## src/hdl/mbpm_pkg.sv

```systemverilog
// Package for the masked byte pattern matcher.
// Holds shared constants, register codes, the per-cell flag type and byte helpers.
// No dependencies.
package mbpm_pkg;

    // Default number of cells in the comparator chain.
    localparam int PATTERN_MAX_DEF = 16;

    // Number of pattern bytes held in the configuration registers.
    localparam int PATTERN_REG_BYTES = 16;

    // Width and saturation value of the stream offset.
    localparam int POS_W = 48;
    localparam logic [POS_W-1:0] POS_MAX = {POS_W{1'b1}};

    // Configuration port geometry: 64-bit registers at 8-byte spacing.
    localparam int CFG_DATA_W = 64;
    localparam int CFG_ADDR_W = 6;
    localparam int CFG_IDX_LSB = 3;
    localparam int CFG_IDX_W = 3;

    // Configuration register indexes.
    typedef enum logic [CFG_IDX_W-1:0] {
        REG_PATTERN_LOW    = 3'd0,
        REG_PATTERN_HIGH   = 3'd1,
        REG_WILDCARD_MASK  = 3'd2,
        REG_PATTERN_LENGTH = 3'd3,
        REG_CASE_FOLD      = 3'd4
    } cfg_reg_t;

    // Compare result of one cell of the chain.
    typedef struct packed {
        logic fixed;     // position in use and not a wildcard
        logic mismatch;  // fixed position whose byte differs
        logic short_win; // position in use but no stream byte there yet
    } cell_flags_t;

    // ASCII lower-casing when folding is enabled.
    function automatic logic [7:0] fold_byte(input logic [7:0] b, input logic en);
        if (en && (b >= 8'h41) && (b <= 8'h5A)) begin
            return b + 8'd32;
        end
        return b;
    endfunction

    // Pattern byte k; bytes past the register range read as zero.
    function automatic logic [7:0] pat_byte(input logic [63:0] lo, input logic [63:0] hi,
                                            input int k);
        logic [127:0] both;
        both = {hi, lo};
        if (k < PATTERN_REG_BYTES) begin
            return both[8*k +: 8];
        end
        return 8'h00;
    endfunction

    // Wildcard flag of pattern byte k; positions past the mask are never wild.
    function automatic logic pat_wild(input logic [15:0] mask, input int k);
        if (k < PATTERN_REG_BYTES) begin
            return mask[k];
        end
        return 1'b0;
    endfunction

endpackage

```

## src/hdl/mbpm_cell.sv

```systemverilog
// One cell of the comparator chain: holds one earlier stream byte and its valid bit.
// Compares the byte it sees against its pattern byte. Depends on mbpm_pkg.
module mbpm_cell
    import mbpm_pkg::*;
(
    input  logic        aclk,
    input  logic        aresetn,
    input  logic        shift_en,
    input  logic        clear,
    input  logic [7:0]  byte_in,
    input  logic        valid_in,
    input  logic [7:0]  cmp_byte,
    input  logic        cmp_wild,
    input  logic        in_use,
    input  logic        case_fold,
    output logic [7:0]  byte_out,
    output logic        valid_out,
    output cell_flags_t flags
);

    logic [7:0] byte_reg;
    logic [7:0] byte_next;
    logic       valid_reg;
    logic       valid_next;

    // The byte moves one cell down the chain with every accepted word.
    always_comb begin
        byte_next  = byte_reg;
        valid_next = valid_reg;
        if (shift_en) begin
            byte_next  = byte_in;
            valid_next = valid_in & ~clear;
        end
    end

    always_ff @(posedge aclk) begin
        byte_reg <= byte_next;
    end

    always_ff @(posedge aclk) begin
        if (!aresetn) begin
            valid_reg <= 1'b0;
        end else begin
            valid_reg <= valid_next;
        end
    end

    assign byte_out  = byte_reg;
    assign valid_out = valid_reg;

    // Local compare of the byte at this distance from the newest byte.
    always_comb begin
        flags.fixed     = in_use & ~cmp_wild;
        flags.mismatch  = in_use & ~cmp_wild &
                          (fold_byte(byte_in, case_fold) != fold_byte(cmp_byte, case_fold));
        flags.short_win = in_use & ~valid_in;
    end

endmodule

```

## src/hdl/masked_byte_pattern_matcher.sv

```systemverilog
// Channel   | Ports                | Word contents
// ----------+----------------------+-----------------------------------------------
// Input     | s_axis_t*            | tdata[7:0] data_byte, tlast last_byte
// Result    | m_axis_t*            | tdata[47:0] match_offset, tuser[0] match_found
// Config    | psel/penable/pwrite  | 64-bit registers at byte address 8*index
//
// One input word is taken every clock unless the result is stalled; its result is
// registered and appears in the cycle after acceptance. The whole compare is one
// pass through the cell chain, so the rate is one byte per cycle. Reset clears the
// chain valid bits, position and shadow counter. A stalled result holds the
// register and the input is accepted again in the cycle the result is taken.
// Top level of the masked byte pattern matcher. Depends on mbpm_pkg and mbpm_cell.
module masked_byte_pattern_matcher
    import mbpm_pkg::*;
#(
    parameter int PATTERN_MAX = PATTERN_MAX_DEF
) (
    input  logic                  aclk,
    input  logic                  aresetn,
    // Input stream.
    input  logic                  s_axis_tvalid,
    output logic                  s_axis_tready,
    input  logic [7:0]            s_axis_tdata,  // [7:0] data_byte
    input  logic                  s_axis_tlast,  // last_byte
    // Result stream.
    output logic                  m_axis_tvalid,
    input  logic                  m_axis_tready,
    output logic [POS_W-1:0]      m_axis_tdata,  // [47:0] match_offset
    output logic                  m_axis_tuser,  // [0] match_found
    // Configuration port.
    input  logic                  psel,
    input  logic                  penable,
    input  logic                  pwrite,
    input  logic [CFG_ADDR_W-1:0] paddr,
    input  logic [CFG_DATA_W-1:0] pwdata,
    output logic [CFG_DATA_W-1:0] prdata,
    output logic                  pready
);

    localparam int LEN_W = $clog2(PATTERN_MAX + 1);

    // Configuration registers.
    logic [63:0]      pat_low_reg;
    logic [63:0]      pat_high_reg;
    logic [15:0]      wild_mask_reg;
    logic [4:0]       pat_len_reg;
    logic             case_fold_reg;
    logic             cfg_wr;
    cfg_reg_t         cfg_idx;

    // Stream state.
    logic [POS_W-1:0] pos_reg;
    logic [POS_W-1:0] pos_next;
    logic [LEN_W-1:0] blocked_reg;
    logic [LEN_W-1:0] blocked_next;
    logic             m_valid_reg;
    logic             m_valid_next;
    logic             m_found_reg;
    logic             m_found_next;
    logic [POS_W-1:0] m_offset_reg;
    logic [POS_W-1:0] m_offset_next;

    logic             s_acc;
    logic [LEN_W-1:0] len_eff;
    logic             match_hit;

    // Chain wiring.
    logic [7:0]             byte_chain [PATTERN_MAX];
    logic [PATTERN_MAX-1:0] valid_chain;
    logic [PATTERN_MAX-1:0] fixed_vec;
    logic [PATTERN_MAX-1:0] mis_vec;
    logic [PATTERN_MAX-1:0] short_vec;

    // Register write and read decode.
    assign pready  = 1'b1;
    assign cfg_wr  = psel & penable & pwrite & pready;
    assign cfg_idx = cfg_reg_t'(paddr[CFG_IDX_LSB +: CFG_IDX_W]);

    always_ff @(posedge aclk) begin
        if (!aresetn) begin
            pat_low_reg   <= '0;
            pat_high_reg  <= '0;
            wild_mask_reg <= '0;
            pat_len_reg   <= 5'd1;
            case_fold_reg <= 1'b0;
        end else if (cfg_wr) begin
            unique case (cfg_idx)
                REG_PATTERN_LOW:    pat_low_reg   <= pwdata;
                REG_PATTERN_HIGH:   pat_high_reg  <= pwdata;
                REG_WILDCARD_MASK:  wild_mask_reg <= pwdata[15:0];
                REG_PATTERN_LENGTH: pat_len_reg   <= pwdata[4:0];
                REG_CASE_FOLD:      case_fold_reg <= pwdata[0];
                default: ;
            endcase
        end
    end

    always_comb begin
        unique case (cfg_idx)
            REG_PATTERN_LOW:    prdata = pat_low_reg;
            REG_PATTERN_HIGH:   prdata = pat_high_reg;
            REG_WILDCARD_MASK:  prdata = {48'd0, wild_mask_reg};
            REG_PATTERN_LENGTH: prdata = {59'd0, pat_len_reg};
            REG_CASE_FOLD:      prdata = {63'd0, case_fold_reg};
            default:            prdata = '0;
        endcase
    end

    // A length beyond the chain depth uses the whole chain.
    always_comb begin
        if (32'(pat_len_reg) > PATTERN_MAX) begin
            len_eff = LEN_W'(PATTERN_MAX);
        end else begin
            len_eff = LEN_W'(pat_len_reg);
        end
    end

    // The output register frees the input side whenever it is empty or being drained.
    assign s_axis_tready = ~m_valid_reg | m_axis_tready;
    assign s_acc         = s_axis_tvalid & s_axis_tready;

    // Cell j sees the byte j words back; cell 0 sees the incoming byte.
    assign byte_chain[0]  = s_axis_tdata;
    assign valid_chain[0] = 1'b1;

    for (genvar j = 0; j < PATTERN_MAX; j++) begin : g_cell
        logic [LEN_W-1:0] k_sel;
        logic             in_use;
        cell_flags_t      flags;

        // The newest byte lines up with the last used pattern byte.
        assign in_use = LEN_W'(j) < len_eff;
        assign k_sel  = len_eff - LEN_W'(j) - LEN_W'(1);

        if (j < PATTERN_MAX - 1) begin : g_mid
            mbpm_cell u_cell (
                .aclk      (aclk),
                .aresetn   (aresetn),
                .shift_en  (s_acc),
                .clear     (s_axis_tlast),
                .byte_in   (byte_chain[j]),
                .valid_in  (valid_chain[j]),
                .cmp_byte  (pat_byte(pat_low_reg, pat_high_reg, int'(k_sel))),
                .cmp_wild  (pat_wild(wild_mask_reg, int'(k_sel))),
                .in_use    (in_use),
                .case_fold (case_fold_reg),
                .byte_out  (byte_chain[j+1]),
                .valid_out (valid_chain[j+1]),
                .flags     (flags)
            );
        end else begin : g_end
            // The far end of the chain only compares; its stored byte is never needed.
            mbpm_cell u_cell (
                .aclk      (aclk),
                .aresetn   (aresetn),
                .shift_en  (s_acc),
                .clear     (s_axis_tlast),
                .byte_in   (byte_chain[j]),
                .valid_in  (valid_chain[j]),
                .cmp_byte  (pat_byte(pat_low_reg, pat_high_reg, int'(k_sel))),
                .cmp_wild  (pat_wild(wild_mask_reg, int'(k_sel))),
                .in_use    (in_use),
                .case_fold (case_fold_reg),
                .byte_out  (),
                .valid_out (),
                .flags     (flags)
            );
        end

        assign fixed_vec[j] = flags.fixed;
        assign mis_vec[j]   = flags.mismatch;
        assign short_vec[j] = flags.short_win;
    end

    // A match needs a full window, at least one fixed position, no mismatch and no shadow.
    assign match_hit = (blocked_reg == '0) & ~(|short_vec) & (|fixed_vec) & ~(|mis_vec);

    // Next position, shadow counter and result.
    always_comb begin
        pos_next      = pos_reg;
        blocked_next  = blocked_reg;
        m_valid_next  = m_valid_reg;
        m_found_next  = m_found_reg;
        m_offset_next = m_offset_reg;
        if (m_axis_tready) begin
            m_valid_next = 1'b0;
        end
        if (s_acc) begin
            m_valid_next  = 1'b1;
            m_found_next  = match_hit;
            m_offset_next = match_hit ? pos_reg - POS_W'(len_eff - LEN_W'(1)) : '0;
            if (blocked_reg != '0) begin
                blocked_next = blocked_reg - LEN_W'(1);
            end else if (match_hit) begin
                blocked_next = len_eff - LEN_W'(1);
            end
            if (pos_reg != POS_MAX) begin
                pos_next = pos_reg + POS_W'(1);
            end
            if (s_axis_tlast) begin
                pos_next     = '0;
                blocked_next = '0;
            end
        end
    end

    always_ff @(posedge aclk) begin
        if (!aresetn) begin
            pos_reg     <= '0;
            blocked_reg <= '0;
            m_valid_reg <= 1'b0;
        end else begin
            pos_reg     <= pos_next;
            blocked_reg <= blocked_next;
            m_valid_reg <= m_valid_next;
        end
    end

    always_ff @(posedge aclk) begin
        m_found_reg  <= m_found_next;
        m_offset_reg <= m_offset_next;
    end

    assign m_axis_tvalid = m_valid_reg;
    assign m_axis_tuser  = m_found_reg;
    assign m_axis_tdata  = m_offset_reg;

    // No match may be reported while the previous match's shadow is running.
    a_no_match_in_shadow : assert property (@(posedge aclk) disable iff (!aresetn)
        s_acc && (blocked_reg != '0) |-> !match_hit)
        else $error("match reported inside the shadow of a previous match");

    // The last byte of a frame returns position and shadow to their start values.
    a_last_clears : assert property (@(posedge aclk) disable iff (!aresetn)
        s_acc && s_axis_tlast |=> (pos_reg == '0) && (blocked_reg == '0))
        else $error("stream state not cleared after the last byte");

    // A match loads the shadow with the pattern length less one.
    a_shadow_load : assert property (@(posedge aclk) disable iff (!aresetn)
        s_acc && match_hit && !s_axis_tlast |=>
        blocked_reg == $past(len_eff - LEN_W'(1)))
        else $error("shadow counter not loaded after a match");

    // A result without a match carries a zero offset.
    a_zero_offset : assert property (@(posedge aclk) disable iff (!aresetn)
        m_valid_reg && !m_found_reg |-> m_offset_reg == '0)
        else $error("nonzero offset on a word without a match");

endmodule

```

## config.mk

```make
export PLATFORM = sky130hd
export DESIGN_NAME = masked_byte_pattern_matcher
export DESIGN_NICKNAME = d
export VERILOG_FILES = /design/src/hdl/mbpm_pkg.sv /design/src/hdl/mbpm_cell.sv /design/src/hdl/masked_byte_pattern_matcher.sv
export SDC_FILE = /design/constraint.sdc
export NUM_CORES = 1
export LEC_CHECK = 0
export ABC_AREA = 0
export BUFFER_PORTS_ARGS = -buffer_cell sky130_fd_sc_hd__buf_2
export CAP_MARGIN = 20
export CORE_UTILIZATION = 45
export DETAILED_ROUTE_END_ITERATION = 12
export HOLD_SLACK_MARGIN = 0.08
export SKIP_CTS_REPAIR_TIMING = 1
export SYNTH_ARGS = -nofsm -noshare
export SYNTH_HDL_FRONTEND = slang
export SYNTH_SLANG_ARGS = --single-unit
```

## constraint.sdc

```tcl
create_clock -name aclk -period 9.1 [get_ports aclk]
set_input_delay 0.455 -clock aclk [delete_from_list [all_inputs] [get_ports aclk]]
set_output_delay 0.455 -clock aclk [all_outputs]
set_load 0.005 [all_outputs]
```

Yosys cells after proc, flatten, opt, wreduce, memory -nomap -nowiden. Index checks and enable logic that the tools add are counted.

Flip-flop bits (word level): 388. Input bits: 86. Output and inout port bits: 116. Word-level logic and storage cells: 656.

Muxes and demuxes: 217. $add $sub $neg: 66. Shift operators: 16. Equal/unequal tests: 21. Bitwise logic cells: 103. Reductions and logical operators: 80. Magnitude comparators: 113.

Operators by type and width (count): indexed part select 128 x 9 -> 8 bit (16); 2-to-1 mux 8 bit (96); one-hot mux 64 bit (5 select lines) (1); adder 8 x 6 -> 8 bit (second input constant) (32); >= comparator 8 x 7 -> 1 bit (second input constant) (32); <= comparator 8 x 7 -> 1 bit (second input constant) (32); less-than comparator 5 bit (second input constant) (32); != test 8 bit (16); 2-to-1 mux 1 bit (98); 2-to-1 mux 48 bit (2); subtractor 5 x 1 -> 5 bit (second input constant) (17); bitwise AND 1 bit (67); binary-select mux 1 bit (select 4 bit) (16); logical AND 1 bit (64); adder 48 x 1 -> 48 bit (second input constant) (1); != test 48 bit (second input constant) (1); subtractor 48 bit (1); less-than comparator 4 x 5 -> 1 bit (first input constant) (8); subtractor 5 x 4 -> 5 bit (second input constant) (8); NOT 1 bit (35); OR reduction 16 bit (2); less-than comparator 3 x 5 -> 1 bit (first input constant) (4); 2-to-1 mux 5 bit (4); subtractor 5 x 3 -> 5 bit (second input constant) (4); other kinds (16) (27).

Logic depth before layout (Yosys ltp).
Depth after elaboration: 20. Mapped depth: 28. Gate-level depth less buffers: 20.

Cells and area by module. A second synthesis with hierarchy kept.

Cells, all modules: 3289. Area, all modules: 29130.4 sq um.

Modules (own cells, without submodules): masked_byte_pattern_matcher (times used 1, cells an instance 2489, seq. area each 5555.3 sq um, area an instance 20041.7 sq um); mbpm_cell (times used 16, cells an instance 50, seq. area each 260.2 sq um, area an instance 568.0 sq um).

Worst setup path after synthesis. Ideal clock, no wire load.

Kind: flip-flop to flip-flop. Start point: register pat_len_reg[4]. End point: register m_offset_reg[43], in the netlist m_axis_tdata[43] (data pin). Stages on the path, launching flop included: 25. Clock period less this slack: 6735 ps. Path buffers: 6. Setup time: 255 ps. Slack: 2365 ps. Arrival: 6480 ps. Required time: 8845 ps. Cell sequence: dfxtp_1 -> buf_2 -> nand2b_1 -> buf_2 -> clkbuf_1 -> buf_2 -> buf_1 -> ha_1 -> clkbuf_1 -> nand3_1 -> ha_1 -> a21o_1 -> a21o_1 -> a21o_1 -> a221oi_1 -> o21bai_1 -> o31ai_1 -> nand4_1 -> a31oi_1 -> o21a_1 -> o211ai_1 -> o21ai_0 -> o21ai_0 -> xor2_1 -> and2_1.

Longest elaborated chain between the ends: 17. Elaborated cells on any way between the ends: 409. Classes of those cells: add/sub: 48; order compare: 65; eq/ne: 16; shift: 16; mux: 161; bitwise: 68; reduce/logical: 35.

RTL lines: start, declared (RTL line masked_byte_pattern_matcher.sv:46) `logic [4:0] pat_len_reg;`; start signal, assigned (RTL line masked_byte_pattern_matcher.sv:91) `REG_PATTERN_LENGTH: pat_len_reg <= pwdata[4:0];`; greater-than comparator 5 bit (RTL line masked_byte_pattern_matcher.sv:111) `if (32'(pat_len_reg) > PATTERN_MAX) begin`; 2-to-1 mux 5 bit (*) (RTL line masked_byte_pattern_matcher.sv:111); subtractor 5 x 1 -> 5 bit (tied with other cells) (RTL line masked_byte_pattern_matcher.sv:133) `assign k_sel = len_eff - LEN_W'(j) - LEN_W'(1);`; subtractor 5 x 1 -> 5 bit (RTL line masked_byte_pattern_matcher.sv:133); indexed part select 128 x 9 -> 8 bit or less-than comparator 5 bit (tied branches) (RTL line mbpm_pkg.sv:52, mbpm_pkg.sv:51, mbpm_pkg.sv:59); 2-to-1 mux 8 bit or 2-to-1 mux 1 bit (tied branches) (RTL line mbpm_pkg.sv:51, mbpm_pkg.sv:59); 2-to-1 mux 8 bit (RTL line mbpm_pkg.sv:54) `return 8'h00;`; >= comparator 8 x 7 -> 1 bit (RTL line mbpm_pkg.sv:40) `if (en && (b >= 8'h41) && (b <= 8'h5A)) begin`; logical AND 1 bit (2 in a row) (RTL line mbpm_pkg.sv:40); 2-to-1 mux 1 bit (RTL line mbpm_pkg.sv:40); 2-to-1 mux 8 bit (RTL line mbpm_pkg.sv:43) `return b;`; != test 8 bit (RTL line mbpm_cell.sv:55) `(fold_byte(byte_in, case_fold) != fold_byte(cmp_byte, case_fold));`; bitwise AND 1 bit (RTL line mbpm_cell.sv:54) `flags.mismatch = in_use & ~cmp_wild &`; OR reduction 16 bit (RTL line masked_byte_pattern_matcher.sv:176) `assign match_hit = (blocked_reg == '0) & ~(|short_vec) & (|fixed_vec) & ~(|mis_vec);`; NOT 1 bit (RTL line masked_byte_pattern_matcher.sv:176); bitwise AND 1 bit (RTL line masked_byte_pattern_matcher.sv:176); end signal, assigned (RTL line masked_byte_pattern_matcher.sv:221) `m_offset_reg <= m_offset_next;`; end, declared (RTL line masked_byte_pattern_matcher.sv:60) `logic [POS_W-1:0] m_offset_reg;`.

Mark *: on every way between the ends. The rest lies on a longest branch, timed or not. The select of a mux whose other input is x is not followed. A chain may end at the register's enable or synchronous reset.

Worst setup path after layout.
Start point: register pat_len_reg[4]. End point: register m_offset_reg[21], in the netlist m_axis_tdata[21] (data pin).

The elaborated chain is that of the path after synthesis.

==> summary.log <==
INFO  run_status     outcome=finished, final reports clean
INFO  finish         syn2layout_area_growth=10.9%
INFO  global_route   gr-usage-all-layers=35.1%
INFO  run            max-cap-violations=0
INFO  sta            fin_ws=1.94ns
INFO  clocking       cts_tree=built
INFO  logic_synthesis cell_area_synth=31200um^2
INFO  finish         fin_cells=4601
INFO  critical_path  reg2reg_setup_slack=1.94ns
INFO  critical_path  critPathArrivalTime=7.63ns
INFO  die            die_h=266um
INFO  critical_path  critical_path.max_fanout=26
INFO  power_and_ir_drop report.power.total=0.00434W
INFO  sta            max_slew.worst_pin.slew=1.09ns
INFO  sta            rsz0062_at_grt=no
INFO  detailed_routing via_count=29700
INFO  placed_design  post-place-cells=4514
INFO  clocking       cts_max_path_buffers=3
INFO  critical_path  critical-path-max-stage-delay=0.69ns
INFO  finish         num_antenna_cells=0
INFO  finish         total_area_of_multi_input_combinational_cells=20800um^2
INFO  logic_synthesis synthDistinctLibCells=91
INFO  placed_design  dp_slack=2.09ns
INFO  sta            final-max-slew-violation-count=0
INFO  worst_hold_path timing.hold.worst.start=s_axis_tdata[0]
INFO  detailed_routing drt_wl_total=127000um
INFO  die            floorplan.initialDensity=45.5%
INFO  sta            max_freq=140MHz
INFO  global_route   grt_pass1_vias=27100
INFO  logic_synthesis synth-edff-count=169
INFO  logic_synthesis synth_ff_type=sky130_fd_sc_hd__dfxtp_1
INFO  detailed_routing remaining_drc_errors=0
INFO  critical_path  crit_path_cell_trace=nand2b_4, clkinv_2, ha_1, xnor2_4, buf_4, mux2i_1, mux2i_1, and2_1, ha_1, xor2_1, xnor2_1, a2bb2oi_1, o21ai_0, a31o_2, o22ai_1, nor3_1, nand3_1, nor4b_4, buf_4, and3b_1
INFO  logic_synthesis synth_area_leaders=sky130_fd_sc_hd__edfxtp_1 (16%), sky130_fd_sc_hd__dfxtp_1 (14%), sky130_fd_sc_hd__mux2i_1 (8.2%)
INFO  detailed_routing drt_iter0_markers=3412
INFO  logic_synthesis yosys_warnings=0
INFO  critical_path  critical_path.endpoint_type=flip-flop
INFO  logic_synthesis synth.ff_latch_count=388
INFO  finish         n_fill_cell=6685
INFO  detailed_routing final_antenna_net_count=0
INFO  clocking       clock_sink_count=388
INFO  die            core-area=68700um^2
INFO  sta            finalSetupTns=0ns
INFO  detailed_routing viasPerCell=6.45
INFO  die            die_ar=70500um^2
INFO  detailed_routing routed_wire_length_per_instance=27.6um
INFO  logic_synthesis synthDominantAreaCellType=sky130_fd_sc_hd__edfxtp_1
INFO  placed_design  port-buffer-count=197
INFO  logic_synthesis synth-seq-area-share=30.3%
INFO  global_route   grt_pass1_wl=183000um
INFO  worst_hold_path hold_endpoint=g_cell[0].g_mid.u_cell.byte_out[0]$_DFFE_PP_
INFO  critical_path  ff2ff_path_depth=20
INFO  die            fp-row-count=96
INFO  clocking       worst_setup_hold_path_clk_slew=0.06ns
INFO  logic_synthesis postSynthCellCount=3529
INFO  sta            final.period_utilization=78.7%
INFO  global_route   globalRouteOverflowTotal=0
INFO  clocking       cts_inserted_buffers=45
INFO  critical_path  rr_startpoint=pat_len_reg[4]$_SDFFE_PN0P_
INFO  sta            finalClockSkew=0.0216ns
INFO  worst_hold_path hold_path.class=in2reg
INFO  power_and_ir_drop power.ir.vdd_worst=117uV
INFO  die            floorplan.io_pins=202
INFO  sta            report.final.setup_viol=0
INFO  finish         largest_reg_flops=120
INFO  global_route   number_of_antenna_violations_at_the_first_check_in_global_routing=4
INFO  logic_synthesis synth.top_cell.area_share=16.2%
INFO  sta            fin_crit=7.16ns
INFO  die            die_w=266um
INFO  power_and_ir_drop power_per_cell_area=125nW/um^2
INFO  finish         final_cell_area=34700um^2
INFO  critical_path  worst-endpoint-required=9.57ns
INFO  critical_path  worstSetupPathType=reg2reg
INFO  logic_synthesis syn_area_per_cell=8.85um^2
INFO  placed_design  dpl-instance-area=33100um^2
INFO  finish         regArea=9470um^2
INFO  global_route   grt_start_max_net_pins=105
INFO  critical_path  timing.critical_path.slowest_stage_cell=sky130_fd_sc_hd__nor4b_4
INFO  critical_path  cp-start-kind=flip-flop
INFO  detailed_routing drt_pass1_iterations=9
INFO  worst_hold_path worstHoldPathCells=1
INFO  clocking       clock_tree.htree_level_count=2
INFO  placed_design  place.detailed.hpwl=97300um
INFO  logic_synthesis post-synth-top-count-cell=sky130_fd_sc_hd__nand2_1
INFO  sta            worst_slew_margin=27.2%
INFO  finish         layout-drive-gt1-share=13.9%
INFO  power_and_ir_drop power_leakage=13.6nW
INFO  placed_design  place_congestion=1.07
INFO  clocking       clk_latency=0.61ns
INFO  logic_synthesis ys_top_cells_by_count=sky130_fd_sc_hd__nand2_1 (516), sky130_fd_sc_hd__mux2i_1 (255), sky130_fd_sc_hd__nor2_1 (223)
INFO  sta            report.final.hold_viol_count=0
INFO  logic_synthesis mappedNetlistNets=3709
INFO  critical_path  worstReg2RegEnd=m_axis_tdata[21]$_SDFFCE_PN0P_
INFO  clocking       clk_root_buffer_cell=sky130_fd_sc_hd__clkbuf_16
INFO  logic_synthesis async_flop_share=0%
INFO  finish         layout.nets=3814
## how the worst max path moves through the flow
stage	startpoint	cells past startpoint	slack [ns]	end
final	pat_len_reg[4]$_SDFFE_PN0P_	20	1.94	m_axis_tdata[21]$_SDFFCE_PN0P_
after detailed placement	pat_len_reg[4]$_SDFFE_PN0P_	17	2.09	m_axis_tdata[21]$_SDFFCE_PN0P_
after CTS	pat_len_reg[4]$_SDFFE_PN0P_	17	2.08	m_axis_tdata[21]$_SDFFCE_PN0P_
after global placement	pat_len_reg[4]$_SDFFE_PN0P_	17	2.09	m_axis_tdata[21]$_SDFFCE_PN0P_
after floorplan	pat_len_reg[4]$_SDFFE_PN0P_	24	2.37	m_axis_tdata[43]$_SDFFCE_PN0P_
after global routing	pat_len_reg[4]$_SDFFE_PN0P_	20	1.56	m_axis_tdata[47]$_SDFFCE_PN0P_
## through the flow
step / utilization (%) / hold slack, ns
2_1_floorplan: - / 0.441
5_1_grt: 50.5 / 0.0857
3_5_place_dp: 48.2 / 0.473
4_1_cts: 50.4 / 0.0511
3_3_place_gp: 48.2 / 0.460
6_report: 50.5 / 0.0974
## power breakdown
group | internal [W] | switching (W)
Clock | 0.00105 | 0.000788
Sequential | 0.00188 | 0.0000663
Combinational | 0.000220 | 0.000333
## per-layer routing
layer / part of all wire (%) / GRT usage, %
met1: 43 / 49.0
met2: 43 / 52.1
met3: 10 / 8.04
met4: 4.4 / 13.9
met5: 0.045 / 0
## critical path: cells and delay by family (launching register included)
| kind | cells | cell delay, ns |
|---|---|---|
| AOI/OAI and AO/OA | 4 | 0.65 |
| xor gates and xnor gates | 3 | 0.99 |
| adders and majority gates | 2 | 0.71 |
| buffers and inverters | 3 | 1.36 |
| DFF | 1 | 0.39 |
| muxes | 2 | 0.84 |
| and+or+nand+nor | 6 | 2.04 |
## layout by cell type, fill, tap and decap left out, types with 32 or more instances in the layout
cell type,instances
sky130_fd_sc_hd__nand2_1,516
sky130_fd_sc_hd__mux2i_1,255
sky130_fd_sc_hd__nor2_1,222
sky130_fd_sc_hd__dfxtp_1,217
sky130_fd_sc_hd__buf_2,197
sky130_fd_sc_hd__edfxtp_1,169
sky130_fd_sc_hd__a21boi_0,158
sky130_fd_sc_hd__a21oi_1,147
sky130_fd_sc_hd__xnor2_1,119
sky130_fd_sc_hd__o21ai_0,107
sky130_fd_sc_hd__xor2_1,104
sky130_fd_sc_hd__mux4_2,98
sky130_fd_sc_hd__ha_1,92
sky130_fd_sc_hd__nand3_1,85
sky130_fd_sc_hd__o22ai_1,79
sky130_fd_sc_hd__nor3_1,70
sky130_fd_sc_hd__buf_4,65
sky130_fd_sc_hd__inv_1,59
sky130_fd_sc_hd__and2_1,59
sky130_fd_sc_hd__a22o_1,48
sky130_fd_sc_hd__clkbuf_16,45
sky130_fd_sc_hd__nor2b_1,42
sky130_fd_sc_hd__and3_1,42
sky130_fd_sc_hd__a21o_1,39
sky130_fd_sc_hd__nand4_1,36
sky130_fd_sc_hd__mux2_2,34
sky130_fd_sc_hd__nand2b_1,32
## layout make-up
type | instances | area share (%)
inverter | 67 | 0.743
clock buffer | 59 | 3.57
multi-input combinational | 2867 | 60.0
sequential | 388 | 27.3
clock inverter | 24 | 0.704
tap | 931 | 3.36
timing repair buffer | 265 | 4.34
## kinds of logic (layout without fill, tap and decap cells)
kind of cell    after synthesis  after routing  synth area share (%)
flops                       388            388                  30.3
fa+ha+maj                    97             97                  3.88
mux                         387            387                  16.5
other cells                   1              1                0.0120
buf+inv                     274            415                  3.62
compound gates              893            893                  19.9
xor+xnor                    232            232                  6.73
simple gates               1257           1257                  19.2
No activity file was read; power rests on OpenSTA's default activity.
